===== src/rtl/core/uwbf_pkg.sv =====
// Shared types and constants of the follow speed controller.
// No dependencies; used by the divider, the controller core and the bench.
package uwbf_pkg;

	localparam int SPEED_FRAC_BITS = 10;

	localparam int PADDR_W = 5;
	localparam int MUL_W   = 53;	// widest product: Q16 speed times squared range
	localparam int MULB_W  = 25;	// widest serial multiplier operand
	localparam int DIV_NW  = 54;
	localparam int DIV_DW  = 32;
	localparam int DIV_QW  = 15;	// quotients beyond this only saturate
	localparam int DIV_CW  = $clog2(DIV_QW + 1);

	localparam logic [DIV_DW-1:0] DEN_FWD  = DIV_DW'(15625 << (22 - SPEED_FRAC_BITS));
	localparam logic [DIV_DW-1:0] DEN_TURN = DIV_DW'(10000000);
	localparam logic [DIV_DW-1:0] DEN_TEN  = DIV_DW'(10);
	localparam logic [MUL_W-1:0]  MILLION  = MUL_W'(1000000);
	localparam logic [25:0]       Q_OFFSET = 26'd3000000;
	localparam logic [12:0]       AZ_BIAS  = 13'd2000;
	localparam logic [27:0]       IDLE_WALK_Q16 = 28'(120 << 16);
	localparam logic [11:0]       MIN_TURN_RANGE = 12'd10;
	localparam logic [18:0]       TURN_SMOOTH_BIAS = 19'd81925;
	localparam logic [14:0]       TURN_SMOOTH_OFFS = 15'd8192;

	typedef enum logic [2:0] {
		REG_MIN_FOLLOW = 3'd0,
		REG_STOP_DIST  = 3'd1,
		REG_LOST_DIST  = 3'd2,
		REG_MAX_LOST   = 3'd3,
		REG_MIN_TURN   = 3'd4,
		REG_TARGET_AZ  = 3'd5,
		REG_MAX_FWD    = 3'd6,
		REG_MAX_TURN   = 3'd7
	} reg_idx_t;

	typedef enum logic [4:0] {
		ST_IDLE, ST_EVAL, ST_SQ_VX, ST_SQ_VY, ST_SQRT, ST_FWD, ST_MUL_PP, ST_MUL_HP,
		ST_DIV_F, ST_TURN, ST_MUL_Q, ST_MUL_VQ, ST_MUL_DEN, ST_DIV_T, ST_SMOOTH,
		ST_SM_F, ST_SM_T, ST_DONE
	} state_t;

	typedef struct packed {
		logic done;
		logic ovf;
	} div_stat_t;

	typedef struct packed {
		logic        latch;
		logic [13:0] val;
	} sat_t;

endpackage


===== src/rtl/core/uwbf_div.sv =====
// Shared restoring divider, one quotient bit per cycle, with overflow flag.
// Depends on uwbf_pkg.
module uwbf_div (
	input  logic                          clk,
	input  logic                          arst_n,
	input  logic                          start,
	input  logic [uwbf_pkg::DIV_NW-1:0]   num,
	input  logic [uwbf_pkg::DIV_DW-1:0]   den,
	output uwbf_pkg::div_stat_t           stat,
	output logic [uwbf_pkg::DIV_QW-1:0]   quo
);
	localparam int NW = uwbf_pkg::DIV_NW;
	localparam int DW = uwbf_pkg::DIV_DW;
	localparam int QW = uwbf_pkg::DIV_QW;
	localparam int CW = uwbf_pkg::DIV_CW;

	logic          busy_q;
	logic [CW-1:0] cnt_q;
	logic          ovf_q;
	logic [DW-1:0] rem_q;
	logic [DW-1:0] den_q;
	logic [QW-1:0] low_q;
	logic [QW-1:0] quo_q;
	logic [DW:0]   trial;
	logic          ge;
	logic          ovf_in;

	// quotient of 2^QW or more only matters as "too big"
	assign ovf_in = num[NW-1:QW] >= (NW-QW)'(den);
	assign trial  = {rem_q, low_q[QW-1]};
	assign ge     = trial >= {1'b0, den_q};

	always_ff @(posedge clk or negedge arst_n) begin
		if (!arst_n) begin
			busy_q <= 1'b0;
			cnt_q  <= '0;
		end else if (start) begin
			busy_q <= 1'b1;
			cnt_q  <= ovf_in ? '0 : CW'(QW);
		end else if (busy_q) begin
			if (cnt_q == '0)
				busy_q <= 1'b0;
			else
				cnt_q <= cnt_q - 1'b1;
		end
	end

	always_ff @(posedge clk) begin
		if (start) begin
			ovf_q <= ovf_in;
			den_q <= den;
			rem_q <= num[QW+DW-1:QW];
			low_q <= num[QW-1:0];
			quo_q <= '0;
		end else if (busy_q && cnt_q != '0) begin
			rem_q <= ge ? DW'(trial - {1'b0, den_q}) : trial[DW-1:0];
			quo_q <= {quo_q[QW-2:0], ge};
			low_q <= {low_q[QW-2:0], 1'b0};
		end
	end

	assign stat.done = busy_q && (cnt_q == '0);
	assign stat.ovf  = ovf_q;
	assign quo       = quo_q;

endmodule


===== src/rtl/core/uwb_follow_speed_controller_core.sv =====
// Follow speed controller: one result per ranging fix, one request at a time. A lost fix
// or a target outside the working range goes from the evaluation state straight to the
// result state. A full fix runs a bit-serial shift-add multiplier (one multiplier bit
// per cycle), a 28-step square root and a 15-step divider shared by the forward, turn
// and smoothing divisions; the multiplier ends a product once its remaining multiplier
// bits are zero. A stalled result holds the block in its last state, and the next
// request is taken in the cycle after the result enters the output register.
// Depends on uwbf_pkg and uwbf_div.
module uwb_follow_speed_controller_core (
	input  logic                          clk,
	input  logic                          arst_n,
	input  logic                          psel,
	input  logic                          penable,
	input  logic                          pwrite,
	input  logic [uwbf_pkg::PADDR_W-1:0]  paddr,
	input  logic [31:0]                   pwdata,
	output logic [31:0]                   prdata,
	output logic                          pready,
	input  logic                          in_valid,
	output logic                          in_stall,
	input  logic                          fix_valid,
	input  logic [11:0]                   range_cm,
	input  logic [11:0]                   azimuth_tenths,
	input  logic signed [11:0]            vel_x,
	input  logic signed [11:0]            vel_y,
	output logic                          out_valid,
	input  logic                          out_stall,
	output logic                          move_cmd,
	output logic                          following,
	output logic [13:0]                   forward_speed,
	output logic signed [12:0]            turn_speed
);
	localparam int F  = uwbf_pkg::SPEED_FRAC_BITS;
	localparam int MW = uwbf_pkg::MUL_W;
	localparam int BW = uwbf_pkg::MULB_W;
	localparam int NW = uwbf_pkg::DIV_NW;
	localparam int DW = uwbf_pkg::DIV_DW;
	localparam int QW = uwbf_pkg::DIV_QW;

	// configuration
	logic [11:0] min_follow_q, stop_dist_q, lost_dist_q, target_az_q, max_turn_q;
	logic [7:0]  max_lost_q;
	logic [10:0] min_turn_q;
	logic [13:0] max_fwd_q;

	// captured request
	logic              fix_q;
	logic [11:0]       range_q, az_q;
	logic signed [11:0] vx_q, vy_q;

	// persistent state
	logic [7:0]        lost_cnt_q;
	logic              follow_q, fwd_max_q, turn_max_q, first_q;
	logic [13:0]       prev_fwd_q;
	logic signed [12:0] prev_turn_q;

	// working registers
	uwbf_pkg::state_t state_q, state_d;
	logic [MW-1:0] mul_a_q, mul_acc_q;
	logic [BW-1:0] mul_b_q;
	logic          mul_done;
	logic [23:0]   s_q, sq_rad_q;
	logic [31:0]   sq_rem_q;
	logic [27:0]   sq_root_q, hq_q;
	logic [4:0]    sq_cnt_q;
	logic [13:0]   fwd_q, sfwd_q;
	logic signed [12:0] turn_q;
	logic [36:0]   vq_q;

	// pending result and output register
	logic              res_move_q, res_follow_q;
	logic [13:0]       res_fwd_q;
	logic signed [12:0] res_turn_q;
	logic              out_valid_q;

	// control to shared units
	logic          mul_load;
	logic [MW-1:0] mul_a_ld;
	logic [BW-1:0] mul_b_ld;
	logic          div_start;
	logic [NW-1:0] div_num;
	logic [DW-1:0] div_den;
	uwbf_pkg::div_stat_t div_st;
	logic [QW-1:0] div_quo;

	// derived values
	logic signed [12:0] adiff, adiff_neg;
	logic        pos, vx_pos, vy_pos, d_gt_min, a_gt_min, out_range, too_near;
	logic        near_f, near_t, lost_stop, wr_en, take_out;
	logic [11:0] a_mag, abs_vx;
	logic [12:0] p_val;
	logic [25:0] q_val;
	logic [31:0] sq_t, sq_trial, sq_rem_nxt;
	logic [27:0] sq_root_nxt;
	logic        sq_ge;
	logic [17:0] fnum;
	logic signed [18:0] tnum;
	logic [14:0] sturn_w;
	uwbf_pkg::sat_t sat_f, sat_t0, sat_td;

	function automatic uwbf_pkg::sat_t saturate(input logic [QW-1:0] raw, input logic ovf,
			input logic [13:0] lim, input logic latch, input logic near);
		uwbf_pkg::sat_t r;
		r.val   = raw[13:0];
		r.latch = latch;
		if (ovf || raw > {1'b0, lim}) begin
			r.val   = lim;
			r.latch = 1'b1;
		end else if (latch) begin
			if (near)
				r.latch = 1'b0;
			else
				r.val = lim;
		end
		return r;
	endfunction

	assign adiff     = $signed({1'b0, az_q}) - $signed({1'b0, target_az_q});
	assign adiff_neg = -adiff;
	assign pos       = !adiff[12];
	assign a_mag     = pos ? adiff[11:0] : adiff_neg[11:0];
	assign a_gt_min  = a_mag > 12'(min_turn_q);
	assign abs_vx    = vx_q[11] ? 12'(-vx_q) : vx_q;
	assign vx_pos    = !vx_q[11] && (vx_q != '0);
	assign vy_pos    = !vy_q[11] && (vy_q != '0);
	assign d_gt_min  = range_q > min_follow_q;
	assign p_val     = 13'(range_q) - 13'(min_follow_q) + 13'd100;
	assign too_near  = range_q < stop_dist_q;
	assign out_range = too_near || (range_q > lost_dist_q);
	assign near_f    = (16'(range_q) * 16'd10) < (16'(min_follow_q) * 16'd11);
	assign near_t    = (16'(a_mag) * 16'd10) < (16'(min_turn_q) * 16'd11);
	assign lost_stop = lost_cnt_q >= max_lost_q;
	assign q_val     = 26'(mul_acc_q) - uwbf_pkg::Q_OFFSET;
	assign mul_done  = (mul_b_q == '0);

	// one root bit per cycle
	assign sq_t        = {sq_rem_q[29:0], sq_rad_q[23:22]};
	assign sq_trial    = {2'b00, sq_root_q, 2'b01};
	assign sq_ge       = sq_t >= sq_trial;
	assign sq_rem_nxt  = sq_ge ? sq_t - sq_trial : sq_t;
	assign sq_root_nxt = {sq_root_q[26:0], sq_ge};

	// smoothing numerators; the turn one is biased to stay positive
	assign fnum = 18'(fwd_q) * 18'd3 + 18'(prev_fwd_q) * 18'd7 + 18'd5;
	assign tnum = (19'(turn_q) <<< 2) + 19'(prev_turn_q) * 19'sd6
		+ $signed(uwbf_pkg::TURN_SMOOTH_BIAS);
	assign sturn_w = div_quo - uwbf_pkg::TURN_SMOOTH_OFFS;

	assign sat_f  = saturate(div_quo, div_st.ovf, max_fwd_q, fwd_max_q, near_f);
	assign sat_t0 = saturate('0, 1'b0, {2'b00, max_turn_q}, turn_max_q, near_t);
	assign sat_td = saturate(div_quo, div_st.ovf, {2'b00, max_turn_q}, turn_max_q, near_t);

	assign in_stall = (state_q != uwbf_pkg::ST_IDLE);
	assign take_out = !out_valid_q || !out_stall;

	// configuration port
	assign pready = 1'b1;
	assign wr_en  = psel && penable && pwrite;

	always_ff @(posedge clk or negedge arst_n) begin
		if (!arst_n) begin
			min_follow_q <= 12'd250;
			stop_dist_q  <= 12'd100;
			lost_dist_q  <= 12'd1000;
			max_lost_q   <= 8'd30;
			min_turn_q   <= 11'd35;
			target_az_q  <= 12'd900;
			max_fwd_q    <= 14'd5120;
			max_turn_q   <= 12'd1024;
		end else if (wr_en) begin
			unique case (uwbf_pkg::reg_idx_t'(paddr[4:2]))
				uwbf_pkg::REG_MIN_FOLLOW: min_follow_q <= pwdata[11:0];
				uwbf_pkg::REG_STOP_DIST:  stop_dist_q  <= pwdata[11:0];
				uwbf_pkg::REG_LOST_DIST:  lost_dist_q  <= pwdata[11:0];
				uwbf_pkg::REG_MAX_LOST:   max_lost_q   <= pwdata[7:0];
				uwbf_pkg::REG_MIN_TURN:   min_turn_q   <= pwdata[10:0];
				uwbf_pkg::REG_TARGET_AZ:  target_az_q  <= pwdata[11:0];
				uwbf_pkg::REG_MAX_FWD:    max_fwd_q    <= pwdata[13:0];
				uwbf_pkg::REG_MAX_TURN:   max_turn_q   <= pwdata[11:0];
				default: ;
			endcase
		end
	end

	always_comb begin
		unique case (uwbf_pkg::reg_idx_t'(paddr[4:2]))
			uwbf_pkg::REG_MIN_FOLLOW: prdata = 32'(min_follow_q);
			uwbf_pkg::REG_STOP_DIST:  prdata = 32'(stop_dist_q);
			uwbf_pkg::REG_LOST_DIST:  prdata = 32'(lost_dist_q);
			uwbf_pkg::REG_MAX_LOST:   prdata = 32'(max_lost_q);
			uwbf_pkg::REG_MIN_TURN:   prdata = 32'(min_turn_q);
			uwbf_pkg::REG_TARGET_AZ:  prdata = 32'(target_az_q);
			uwbf_pkg::REG_MAX_FWD:    prdata = 32'(max_fwd_q);
			uwbf_pkg::REG_MAX_TURN:   prdata = 32'(max_turn_q);
			default:                  prdata = '0;
		endcase
	end

	// next state
	always_comb begin
		state_d = state_q;
		unique case (state_q)
			uwbf_pkg::ST_IDLE:    if (in_valid) state_d = uwbf_pkg::ST_EVAL;
			uwbf_pkg::ST_EVAL: begin
				if (!fix_q || out_range)
					state_d = uwbf_pkg::ST_DONE;
				else if (vy_pos)
					state_d = uwbf_pkg::ST_SQ_VX;
				else
					state_d = uwbf_pkg::ST_FWD;
			end
			uwbf_pkg::ST_SQ_VX:   if (mul_done) state_d = uwbf_pkg::ST_SQ_VY;
			uwbf_pkg::ST_SQ_VY:   if (mul_done) state_d = uwbf_pkg::ST_SQRT;
			uwbf_pkg::ST_SQRT:    if (sq_cnt_q == '0) state_d = uwbf_pkg::ST_FWD;
			uwbf_pkg::ST_FWD:
				state_d = d_gt_min ? uwbf_pkg::ST_MUL_PP : uwbf_pkg::ST_TURN;
			uwbf_pkg::ST_MUL_PP:  if (mul_done) state_d = uwbf_pkg::ST_MUL_HP;
			uwbf_pkg::ST_MUL_HP:  if (mul_done) state_d = uwbf_pkg::ST_DIV_F;
			uwbf_pkg::ST_DIV_F:   if (div_st.done) state_d = uwbf_pkg::ST_TURN;
			uwbf_pkg::ST_TURN:
				state_d = a_gt_min ? uwbf_pkg::ST_MUL_Q : uwbf_pkg::ST_SMOOTH;
			uwbf_pkg::ST_MUL_Q: begin
				if (mul_done) begin
					priority if (range_q <= uwbf_pkg::MIN_TURN_RANGE)
						state_d = uwbf_pkg::ST_SMOOTH;
					else if (vx_pos != pos)
						state_d = uwbf_pkg::ST_DIV_T;
					else
						state_d = uwbf_pkg::ST_MUL_VQ;
				end
			end
			uwbf_pkg::ST_MUL_VQ:  if (mul_done) state_d = uwbf_pkg::ST_MUL_DEN;
			uwbf_pkg::ST_MUL_DEN: if (mul_done) state_d = uwbf_pkg::ST_DIV_T;
			uwbf_pkg::ST_DIV_T:   if (div_st.done) state_d = uwbf_pkg::ST_SMOOTH;
			uwbf_pkg::ST_SMOOTH:
				state_d = first_q ? uwbf_pkg::ST_DONE : uwbf_pkg::ST_SM_F;
			uwbf_pkg::ST_SM_F:    if (div_st.done) state_d = uwbf_pkg::ST_SM_T;
			uwbf_pkg::ST_SM_T:    if (div_st.done) state_d = uwbf_pkg::ST_DONE;
			uwbf_pkg::ST_DONE:    if (take_out) state_d = uwbf_pkg::ST_IDLE;
			default:              state_d = uwbf_pkg::ST_IDLE;
		endcase
	end

	// operand loads for the multiplier and divider
	always_comb begin
		mul_load  = 1'b0;
		mul_a_ld  = '0;
		mul_b_ld  = '0;
		div_start = 1'b0;
		div_num   = '0;
		div_den   = uwbf_pkg::DEN_TEN;
		unique case (state_q)
			uwbf_pkg::ST_EVAL: begin
				if (fix_q && !out_range && vy_pos) begin
					mul_load = 1'b1;
					mul_a_ld = MW'(abs_vx);
					mul_b_ld = BW'(abs_vx);
				end
			end
			uwbf_pkg::ST_SQ_VX: begin
				if (mul_done) begin
					mul_load = 1'b1;
					mul_a_ld = MW'(unsigned'(vy_q));
					mul_b_ld = BW'(unsigned'(vy_q));
				end
			end
			uwbf_pkg::ST_FWD: begin
				if (d_gt_min) begin
					mul_load = 1'b1;
					mul_a_ld = MW'(p_val);
					mul_b_ld = BW'(p_val);
				end
			end
			uwbf_pkg::ST_MUL_PP: begin
				if (mul_done) begin
					mul_load = 1'b1;
					mul_a_ld = MW'(hq_q);
					mul_b_ld = mul_acc_q[BW-1:0];
				end
			end
			uwbf_pkg::ST_MUL_HP: begin
				if (mul_done) begin
					div_start = 1'b1;
					div_num   = NW'(mul_acc_q);
					div_den   = uwbf_pkg::DEN_FWD;
				end
			end
			uwbf_pkg::ST_TURN: begin
				if (a_gt_min) begin
					mul_load = 1'b1;
					mul_a_ld = MW'(13'(a_mag) + uwbf_pkg::AZ_BIAS);
					mul_b_ld = BW'(13'(a_mag) + uwbf_pkg::AZ_BIAS);
				end
			end
			uwbf_pkg::ST_MUL_Q: begin
				if (mul_done && range_q > uwbf_pkg::MIN_TURN_RANGE) begin
					if (vx_pos != pos) begin
						// person's rate fixed at 0.4 rad/s
						div_start = 1'b1;
						div_num   = NW'({q_val, 2'b00}) << F;
						div_den   = uwbf_pkg::DEN_TURN;
					end else begin
						mul_load = 1'b1;
						mul_a_ld = MW'(q_val);
						mul_b_ld = BW'(abs_vx);
					end
				end
			end
			uwbf_pkg::ST_MUL_VQ: begin
				if (mul_done) begin
					mul_load = 1'b1;
					mul_a_ld = uwbf_pkg::MILLION;
					mul_b_ld = BW'(range_q);
				end
			end
			uwbf_pkg::ST_MUL_DEN: begin
				if (mul_done) begin
					div_start = 1'b1;
					div_num   = NW'(vq_q) << F;
					div_den   = mul_acc_q[DW-1:0];
				end
			end
			uwbf_pkg::ST_SMOOTH: begin
				if (!first_q) begin
					div_start = 1'b1;
					div_num   = NW'(fnum);
				end
			end
			uwbf_pkg::ST_SM_F: begin
				if (div_st.done) begin
					div_start = 1'b1;
					div_num   = NW'(unsigned'(tnum));
				end
			end
			default: ;
		endcase
	end

	always_ff @(posedge clk or negedge arst_n) begin
		if (!arst_n)
			state_q <= uwbf_pkg::ST_IDLE;
		else
			state_q <= state_d;
	end

	// shift-add multiplier, one multiplier bit per cycle
	always_ff @(posedge clk or negedge arst_n) begin
		if (!arst_n) begin
			mul_b_q <= '0;
		end else if (mul_load) begin
			mul_b_q <= mul_b_ld;
		end else if (!mul_done) begin
			mul_b_q <= mul_b_q >> 1;
		end
	end

	always_ff @(posedge clk) begin
		if (mul_load) begin
			mul_a_q   <= mul_a_ld;
			mul_acc_q <= '0;
		end else if (!mul_done) begin
			if (mul_b_q[0])
				mul_acc_q <= mul_acc_q + mul_a_q;
			mul_a_q <= mul_a_q << 1;
		end
	end

	uwbf_div u_div (
		.clk    (clk),
		.arst_n (arst_n),
		.start  (div_start),
		.num    (div_num),
		.den    (div_den),
		.stat   (div_st),
		.quo    (div_quo)
	);

	// request capture and working registers
	always_ff @(posedge clk) begin
		if (state_q == uwbf_pkg::ST_IDLE && in_valid) begin
			fix_q   <= fix_valid;
			range_q <= range_cm;
			az_q    <= azimuth_tenths;
			vx_q    <= vel_x;
			vy_q    <= vel_y;
		end
		if (state_q == uwbf_pkg::ST_EVAL && !vy_pos)
			hq_q <= uwbf_pkg::IDLE_WALK_Q16;
		if (state_q == uwbf_pkg::ST_SQ_VX && mul_done)
			s_q <= 24'(mul_acc_q);
		if (state_q == uwbf_pkg::ST_SQ_VY && mul_done) begin
			sq_rad_q  <= s_q + 24'(mul_acc_q);
			sq_rem_q  <= '0;
			sq_root_q <= '0;
			sq_cnt_q  <= 5'd27;
		end
		if (state_q == uwbf_pkg::ST_SQRT) begin
			sq_rad_q  <= {sq_rad_q[21:0], 2'b00};
			sq_rem_q  <= sq_rem_nxt;
			sq_root_q <= sq_root_nxt;
			sq_cnt_q  <= sq_cnt_q - 1'b1;
			if (sq_cnt_q == '0)
				hq_q <= sq_root_nxt;
		end
		if (state_q == uwbf_pkg::ST_FWD && !d_gt_min)
			fwd_q <= '0;
		if (state_q == uwbf_pkg::ST_DIV_F && div_st.done)
			fwd_q <= sat_f.val;
		if (state_q == uwbf_pkg::ST_TURN && !a_gt_min)
			turn_q <= '0;
		if (state_q == uwbf_pkg::ST_MUL_Q && mul_done && range_q <= uwbf_pkg::MIN_TURN_RANGE)
			turn_q <= pos ? $signed(sat_t0.val[12:0]) : -$signed(sat_t0.val[12:0]);
		if (state_q == uwbf_pkg::ST_MUL_VQ && mul_done)
			vq_q <= 37'(mul_acc_q);
		if (state_q == uwbf_pkg::ST_DIV_T && div_st.done)
			turn_q <= pos ? $signed(sat_td.val[12:0]) : -$signed(sat_td.val[12:0]);
		if (state_q == uwbf_pkg::ST_SM_F && div_st.done)
			sfwd_q <= div_quo[13:0];
	end

	// persistent state, pending result and output register
	always_ff @(posedge clk or negedge arst_n) begin
		if (!arst_n) begin
			lost_cnt_q   <= '0;
			follow_q     <= 1'b0;
			fwd_max_q    <= 1'b0;
			turn_max_q   <= 1'b0;
			first_q      <= 1'b1;
			prev_fwd_q   <= '0;
			prev_turn_q  <= '0;
			res_move_q   <= 1'b0;
			res_follow_q <= 1'b0;
			res_fwd_q    <= '0;
			res_turn_q   <= '0;
			out_valid_q  <= 1'b0;
			move_cmd     <= 1'b0;
			following    <= 1'b0;
			forward_speed <= '0;
			turn_speed   <= '0;
		end else begin
			unique case (state_q)
				uwbf_pkg::ST_EVAL: begin
					if (!fix_q) begin
						if (lost_cnt_q != 8'hff)
							lost_cnt_q <= lost_cnt_q + 1'b1;
						if (lost_stop) begin
							follow_q     <= 1'b0;
							res_move_q   <= 1'b0;
							res_follow_q <= 1'b0;
							res_fwd_q    <= '0;
							res_turn_q   <= '0;
						end else begin
							// short loss: repeat last smoothed commands
							res_move_q   <= 1'b1;
							res_follow_q <= follow_q;
							res_fwd_q    <= prev_fwd_q;
							res_turn_q   <= prev_turn_q;
						end
					end else if (out_range) begin
						lost_cnt_q   <= '0;
						follow_q     <= 1'b0;
						fwd_max_q    <= 1'b0;
						turn_max_q   <= 1'b0;
						res_move_q   <= too_near;
						res_follow_q <= 1'b0;
						res_fwd_q    <= '0;
						res_turn_q   <= '0;
					end else begin
						lost_cnt_q <= '0;
						follow_q   <= 1'b1;
					end
				end
				uwbf_pkg::ST_FWD:
					if (!d_gt_min) fwd_max_q <= 1'b0;
				uwbf_pkg::ST_DIV_F:
					if (div_st.done) fwd_max_q <= sat_f.latch;
				uwbf_pkg::ST_TURN:
					if (!a_gt_min) turn_max_q <= 1'b0;
				uwbf_pkg::ST_MUL_Q:
					if (mul_done && range_q <= uwbf_pkg::MIN_TURN_RANGE)
						turn_max_q <= sat_t0.latch;
				uwbf_pkg::ST_DIV_T:
					if (div_st.done) turn_max_q <= sat_td.latch;
				uwbf_pkg::ST_SMOOTH: begin
					if (first_q) begin
						first_q      <= 1'b0;
						prev_fwd_q   <= fwd_q;
						prev_turn_q  <= turn_q;
						res_move_q   <= 1'b1;
						res_follow_q <= 1'b1;
						res_fwd_q    <= fwd_q;
						res_turn_q   <= turn_q;
					end
				end
				uwbf_pkg::ST_SM_T: begin
					if (div_st.done) begin
						prev_fwd_q   <= sfwd_q;
						prev_turn_q  <= $signed(sturn_w[12:0]);
						res_move_q   <= 1'b1;
						res_follow_q <= 1'b1;
						res_fwd_q    <= sfwd_q;
						res_turn_q   <= $signed(sturn_w[12:0]);
					end
				end
				default: ;
			endcase

			if (state_q == uwbf_pkg::ST_DONE && take_out) begin
				out_valid_q   <= 1'b1;
				move_cmd      <= res_move_q;
				following     <= res_follow_q;
				forward_speed <= res_fwd_q;
				turn_speed    <= res_turn_q;
			end else if (out_valid_q && !out_stall) begin
				out_valid_q <= 1'b0;
			end
		end
	end

	assign out_valid = out_valid_q;

endmodule


===== config.mk =====
export PLATFORM = sky130hd
export DESIGN_NAME = uwb_follow_speed_controller_core
export DESIGN_NICKNAME = d
export VERILOG_FILES = /design/src/rtl/core/uwbf_pkg.sv /design/src/rtl/core/uwbf_div.sv /design/src/rtl/core/uwb_follow_speed_controller_core.sv
export SDC_FILE = /design/constraint.sdc
export NUM_CORES = 2
export LEC_CHECK = 0
export BUFFER_PORTS_ARGS = -buffer_cell sky130_fd_sc_hd__buf_4
export CAP_MARGIN = 10
export CORE_MARGIN = 2
export CORE_UTILIZATION = 23
export CTS_CLUSTER_SIZE = 14
export DETAILED_ROUTE_END_ITERATION = 8
export PLACE_DENSITY_LB_ADDON = 0.12
export REMOVE_ABC_BUFFERS = 1
export SYNTH_ARGS = -nofsm -noshare
export SYNTH_HDL_FRONTEND = slang
export SYNTH_SLANG_ARGS = --single-unit
export TNS_END_PERCENT = 1

===== constraint.sdc =====
create_clock -name clk -period 9.7 [get_ports clk]
set_input_delay 0.97 -clock clk [delete_from_list [all_inputs] [get_ports clk]]
set_output_delay 0.97 -clock clk [all_outputs]
set_load 0.005 [all_outputs]

# Word level (Yosys, flattened, before mapping)
# Index checks and enable logic that the tools add are counted.
classes:
  n_mul: 7
  mux: 150
  order_cmp: 14
  bitwise: 1
  reduce_logical: 77
  eq_ne: 49
  n_addsub: 22
ops:
  columns: ["cell", "count"]
  rows:
  - ["53-bit case mux with 5 select lines", 1]
  - ["32-bit case mux with 8 select lines", 1]
  - ["28-bit case mux with 7 select lines", 1]
  - ["13-bit two-way mux", 14]
  - ["25-bit case mux with 7 select lines", 1]
  - ["28-bit two-way mux", 6]
  - ["53-bit two-way mux", 3]
  - ["32-bit two-way mux", 4]
  - ["14-bit two-way mux", 9]
  - ["12-bit two-way mux", 10]
  - ["15-bit two-way mux", 7]
  - ["24-bit two-way mux", 4]
  - ["32-bit case mux with 3 select lines", 1]
  - ["30-bit two-way mux", 3]
  - ["5-bit two-way mux", 18]
  - ["5-bit case mux with 18 select lines", 1]
  - ["26-bit two-way mux", 3]
  - ["38-bit two-way mux", 2]
  - ["25-bit two-way mux", 3]
  - ["53-bit adder", 1]
  - ["47-bit two-way mux", 1]
  - ["14-bit case mux with 3 select lines", 1]
  - ["5-bit by 4-bit == test with 1-bit output, second input constant", 8]
  - ["13-bit case mux with 3 select lines", 1]
  - ["81 further kinds", 216]
totals:
  inputBits: 93
  out_inout_bits: 64
  register_bits: 693
  elab_cells: 371

# Logic depth before layout (Yosys ltp)
depth:
  word_depth: 11
  depth_mapped: 42

# Modules after synthesis
# From an unflattened synthesis, not the netlist that was laid out.
unflattened:
  hier_cells: 5050
  area_unflattened_um2: 48353.9
modules_own_cells:
  columns: ["module", "cells_per_inst", "instances", "area_per_inst_um2"]
  rows:
  - ["uwb_follow_speed_controller_core", 4381, 1, 41680.0]
  - ["uwbf_div", 669, 1, 6673.9]

# Worst setup path after synthesis
# OpenSTA, ideal clock, no wires.
synth_path:
  kind: "register to register"
  start: "register target_az_q[0]"
  end: "register turn_q[10] (data pin)"
  required_ps: 9432
  path_slack_ps: 2189
  stages_incl_launch_ff: 39
  arrival_ps: 7242
  path_buffers: 3
  path_cell_list: "dfrtp_1 > ha_1 > fa_1 > nand2b_1 > a21oi_1 > or3_1 > nand4_1 > a32oi_1 > clkbuf_1 > nor2_1 > xnor2_1 > inv_1 > ha_1 > ha_1 > fa_1 > a21oi_1 > nor2_1 > nor2_1 > [... 3 more ...] > a21oi_1 > o21bai_1 > a21oi_1 > xnor2_1 > ha_1 > o21ai_0 > a21oi_1 > o31a_1 > a211oi_2 > buf_2 > buf_2 > a21oi_1 > ha_1 > nand2_1 > nor4_1 > a311oi_1 > xor2_1 > o22ai_1"
synth_between:
  elab_chain_cells: 11
  word_cells_on_any_way: 16
  classes_between: "4 x add/sub; 1 x mul; 1 x order compare; 10 x mux"
synth_rtl:
  columns: ["element", "line_no", "rtl"]
  rows:
  - ["start, declared", "uwb_follow_speed_controller_core.sv:41", "logic [11:0] min_follow_q, stop_dist_q, lost_dist_q, target_az_q, max_turn_q;"]
  - ["start signal, assigned", "uwb_follow_speed_controller_core.sv:177", "uwbf_pkg::REG_TARGET_AZ: target_az_q <= pwdata[11:0];"]
  - ["12-bit by 12-bit subtractor with 13-bit output *", "uwb_follow_speed_controller_core.sv:118", "assign adiff = $signed({1'b0, az_q}) - $signed({1'b0, target_az_q});"]
  - ["12-bit negator", "uwb_follow_speed_controller_core.sv:119", "assign adiff_neg = -adiff;"]
  - ["12-bit two-way mux", "uwb_follow_speed_controller_core.sv:121", "assign a_mag = pos ? adiff[11:0] : adiff_neg[11:0];"]
  - ["12-bit by 3-bit multiplier with 15-bit output", "uwb_follow_speed_controller_core.sv:131", "assign near_t = (16'(a_mag) * 16'd10) < (16'(min_turn_q) * 16'd11);"]
  - ["16-bit by 15-bit less-than comparator with 1-bit output", "uwb_follow_speed_controller_core.sv:131", null]
  - ["12-bit two-way mux / 14-bit two-way mux (equally long branches)", "uwb_follow_speed_controller_core.sv:110", "if (near)"]
  - ["15-bit two-way mux", "uwb_follow_speed_controller_core.sv:109", "end else if (latch) begin"]
  - ["13-bit negator / 15-bit two-way mux (equally long branches)", "uwb_follow_speed_controller_core.sv:412, uwb_follow_speed_controller_core.sv:106", null]
  - ["13-bit two-way mux / 13-bit negator (equally long branches)", "uwb_follow_speed_controller_core.sv:412, uwb_follow_speed_controller_core.sv:416", null]
  - ["13-bit two-way mux, on equally long branches", "uwb_follow_speed_controller_core.sv:411, uwb_follow_speed_controller_core.sv:416", null]
  - ["13-bit two-way mux *", "uwb_follow_speed_controller_core.sv:415", "if (state_q == uwbf_pkg::ST_DIV_T && div_st.done)"]
  - ["end signal, assigned", "uwb_follow_speed_controller_core.sv:412", "turn_q <= pos ? $signed(sat_t0.val[12:0]) : -$signed(sat_t0.val[12:0]);"]
  - ["end signal, assigned", "uwb_follow_speed_controller_core.sv:416", "turn_q <= pos ? $signed(sat_td.val[12:0]) : -$signed(sat_td.val[12:0]);"]
  - ["end, declared", "uwb_follow_speed_controller_core.sv:67", "logic signed [12:0] turn_q;"]
# Every way passes the cells marked *; elsewhere a longest branch is shown, timed or not.
# A chain may end at the register's enable or synchronous reset.

# Final worst setup path
layout_path:
  start: "register target_az_q[0]"
  end: "register turn_q[8] (data pin)"
# The elaborated chain is that of the path after synthesis.

==> flow_metrics.tcl <==
set metrics [dict create \
    die_area_um2 210000 \
    antennaDiodeCount 0 \
    path_class "register to register" \
    finClkSkew_ns 0.0399 \
    cts_resized 0 \
    drt_iter0_markers 2454 \
    final_cell_area_um2 54900 \
    grt_util_all_layers 0.157 \
    layout.nets 5689 \
    syn_area_um2 47400 \
    seq_area_um2 18700 \
    clk_latency_ns 0.73 \
    postRouteAntennaNets 0 \
    post_cts.repair.setup_buffers 0 \
    critPathRequiredTime_ns 10.15 \
    grt_max_degree 84 \
    wl_um 167000 \
    yosysUniqueCellTypes 84 \
    synth-edff-count 369 \
    relSlewSlack 0.228 \
    drc_errors 0 \
    leakage_uw 0.0236 \
    cts-root-buf "clkbuf_16" \
    crit_path_max_fanout 13 \
    die_y_um 458 \
    finalSetupViolCount 0 \
    fmax_mhz 122 \
    dr.pass1.iters 8 \
    io_buffer_count 117 \
    layout-drive-gt1-share 0.104 \
    rsz0062_at_grt "no" \
    grt-ovfl-total 0 \
    finalHoldViolCount 0 \
    crit_top_cell "a21oi_1" \
    slowest_delay_ns 0.49 \
    synth_seq_cells 693 \
    powerDensity_nw_per_um2 314 \
    postSynth.asyncResetShare 0.326 \
    tightestPinTransition_ns 1.15 \
    cts_hold_buf 0 \
    drv_slew 0 \
    period_share 0.847 \
    status "complete, no violations" \
    tns_ns 0 \
    io_pins 157 \
    vdd_drop_max_mv 0.176 \
    synth_area_per_cell_um2 9.61 \
    area_growth_pct 15.8 \
    cts_buffers 94 \
    multi_input_area_um2 26400 \
    period_needed_ns 8.22 \
    initial_core_util 0.231 \
    crit_path_end_kind "register" \
    arrival_ns 8.67 \
    maxCapViolations 0 \
    cts_buffer_depth 3 \
    grt_pass1_wl_um 248000 \
    place_hpwl_um 125000 \
    final_util 0.268 \
    yosysSeqAreaShare 0.396 \
    critPathLaunchType "register" \
    yosysWarningCount 0 \
    clk_pin_slew_ns 0.06 \
    place.gp.congestion 0.839 \
    nFillCells 21700 \
    vias 36700 \
    wl_per_cell_um 21.4 \
    htreeDepth 3 \
    dpl_cell_area_um2 51600 \
    critPathSlowestCell "xnor2_1" \
    hold_path.class "input port to asynchronous set/reset pin" \
    ys.flop_type "edfxtp_1" \
    core-area_um2 205000 \
    synth_cells 4927 \
    die_w_um 458 \
    rows 166 \
    cts.sinks 693 \
    viasPerCell 4.70 \
    cts_tree "built" \
    grt_pass1_vias 37000 \
    antenna_found_initial 2 \
]
==> state kept, by name, summed over array words and instances (netlist names), 14 cells and up <==
name and flops:
forward_speed 14, fwd_q 14, hq_q 28, max_fwd_q 14, mul_a_q 53, mul_acc_q 53
mul_b_q 25, prev_fwd_q 14, res_fwd_q 14, s_q 24, sfwd_q 14, sq_rad_q 24
sq_rem_q 30, sq_root_q 28, u_div.den_q 32, u_div.low_q 15, u_div.quo 15, u_div.rem_q 32
vq_q 37
==> final cells by class <==
class | instances | area share
Timing Repair Buffer | 207 | 0.0287
Multi-Input combinational cell | 3624 | 0.481
Inverter | 417 | 0.0286
Sequential cell | 693 | 0.342
Clock inverter | 41 | 0.0112
Clock buffer | 136 | 0.0478
Tap cell | 2688 | 0.0613
==> stage by stage <==
| stage | setup WS, ns | hold slack [ns] | cells | power (µW) |
|---|---|---|---|---|
| global route | 0.843 | 0.243 | 7806 | 18700 |
| finish | 1.48 | 0.234 | 7806 | 17200 |
| detailed placement | 1.46 | 0.450 | 7629 | 13600 |
| CTS | 1.42 | 0.203 | 7806 | 17500 |
| floorplan | -3.74 | 0.430 | 4734 | 10700 |
| global placement | 1.42 | 0.443 | 7629 | 13600 |
==> power breakdown <==
part	internal (µW)	total, µW	switching [µW]
Combinational	3570	8780	5210
Sequential	4050	4710	668
Clock	2250	3720	1470
==> cells in the final DEF (no fill, tap or decap), types with 50 or more instances in the layout <==
| master | n |
|---|---|
| fa_1 | 68 |
| nand2_1 | 443 |
| a222oi_1 | 50 |
| inv_1 | 415 |
| xnor2_1 | 185 |
| nor2b_1 | 55 |
| mux2i_1 | 101 |
| a21oi_1 | 359 |
| dfrtp_1 | 195 |
| nor3_1 | 54 |
| a21o_1 | 114 |
| dfxtp_1 | 98 |
| nor2_1 | 365 |
| nand3_1 | 81 |
| ha_1 | 491 |
| buf_4 | 205 |
| clkbuf_16 | 97 |
| nand2b_1 | 60 |
| a31oi_1 | 62 |
| o21ai_0 | 297 |
| edfxtp_1 | 369 |
| mux2_2 | 74 |
| xor2_1 | 96 |
==> per-layer routing <==
metal,global-route usage,routed length [µm],up-vias
li1,-,-,18000
met1,0.206,76000,18000
met2,0.273,81800,556
met3,0.0195,5360,149
met4,0.0361,3540,0
met5,0,0,-
==> synth_stat cells (12+ instances only) <==
master      n  share of area
buf_4      19         0.0030
o221ai_1   14         0.0026
dfrtp_1   196           0.10
buf_1      22         0.0017
nand3_1    82         0.0087
nor2_1    370          0.029
or3_1      18         0.0024
o21bai_1   46         0.0073
dfstp_2    30          0.017
clkbuf_1  157          0.012
nand2_1   450          0.036
a221oi_1   25         0.0046
nor3_1     59         0.0062
nor2b_1    56         0.0074
a221o_1    12         0.0025
a22o_1     30         0.0055
nand4_1    46         0.0061
nand2b_1   60         0.0079
o21a_1     40         0.0063
o211ai_1   22         0.0035
a22oi_1    33         0.0052
inv_1     416          0.033
a21o_1    114          0.018
or2_2      18         0.0024
mux2_2     74          0.018
and3_1     19         0.0025
fa_1       68          0.029
edfxtp_1  369           0.23
and2_1     47         0.0062
a31oi_1    62         0.0082
a21oi_1   360          0.038
xor2_1     96          0.018
a211oi_1   27         0.0043
mux2i_1   101          0.021
o31ai_1    15         0.0024
nor2_2     20         0.0026
o22ai_1    47         0.0062
dfxtp_1    98          0.041
nor4_1     29         0.0038
o21ai_0   298          0.031
xnor2_1   185          0.034
a222oi_1   50          0.011
ha_1      491           0.13
a211o_1    13         0.0024
==> critical path, delay by kind of cell, from the launching register on <==
kind            cells  cell delay, ns
compound gates     17            3.20
xor+xnor            3            0.77
fa+ha+maj           6            2.04
buf+inv             1            0.21
flops               1            0.39
simple gates       10            1.32
==> worst paths after layout <==
check	start	end	slack [ns]	cells after the start
max reg2reg	target_az_q[0]	turn_q[8]	1.48	37
max in group asynchronous	arst_n	min_follow_q[9]	8.03	2
min in group clk	azimuth_tenths[11]	az_q[11]	0.41	1
min reg2reg	sq_rad_q[0]	sq_rad_q[0]	0.45	2
min	arst_n	forward_speed[8]	0.23	1
max	target_az_q[0]	turn_q[8]	1.48	37
==> cell families after synthesis <==
kind of cell,share of synthesized area
flip-flops,0.396
AND/OR/NAND/NOR,0.126
AO/OA/AOI/OAI,0.173
buffers and inverters,0.0520
XOR/XNOR,0.0520
adder cells (fa/ha/maj),0.158
multiplexers,0.0427
other,0.000159
No activity file was read; power rests on OpenSTA's default activity.
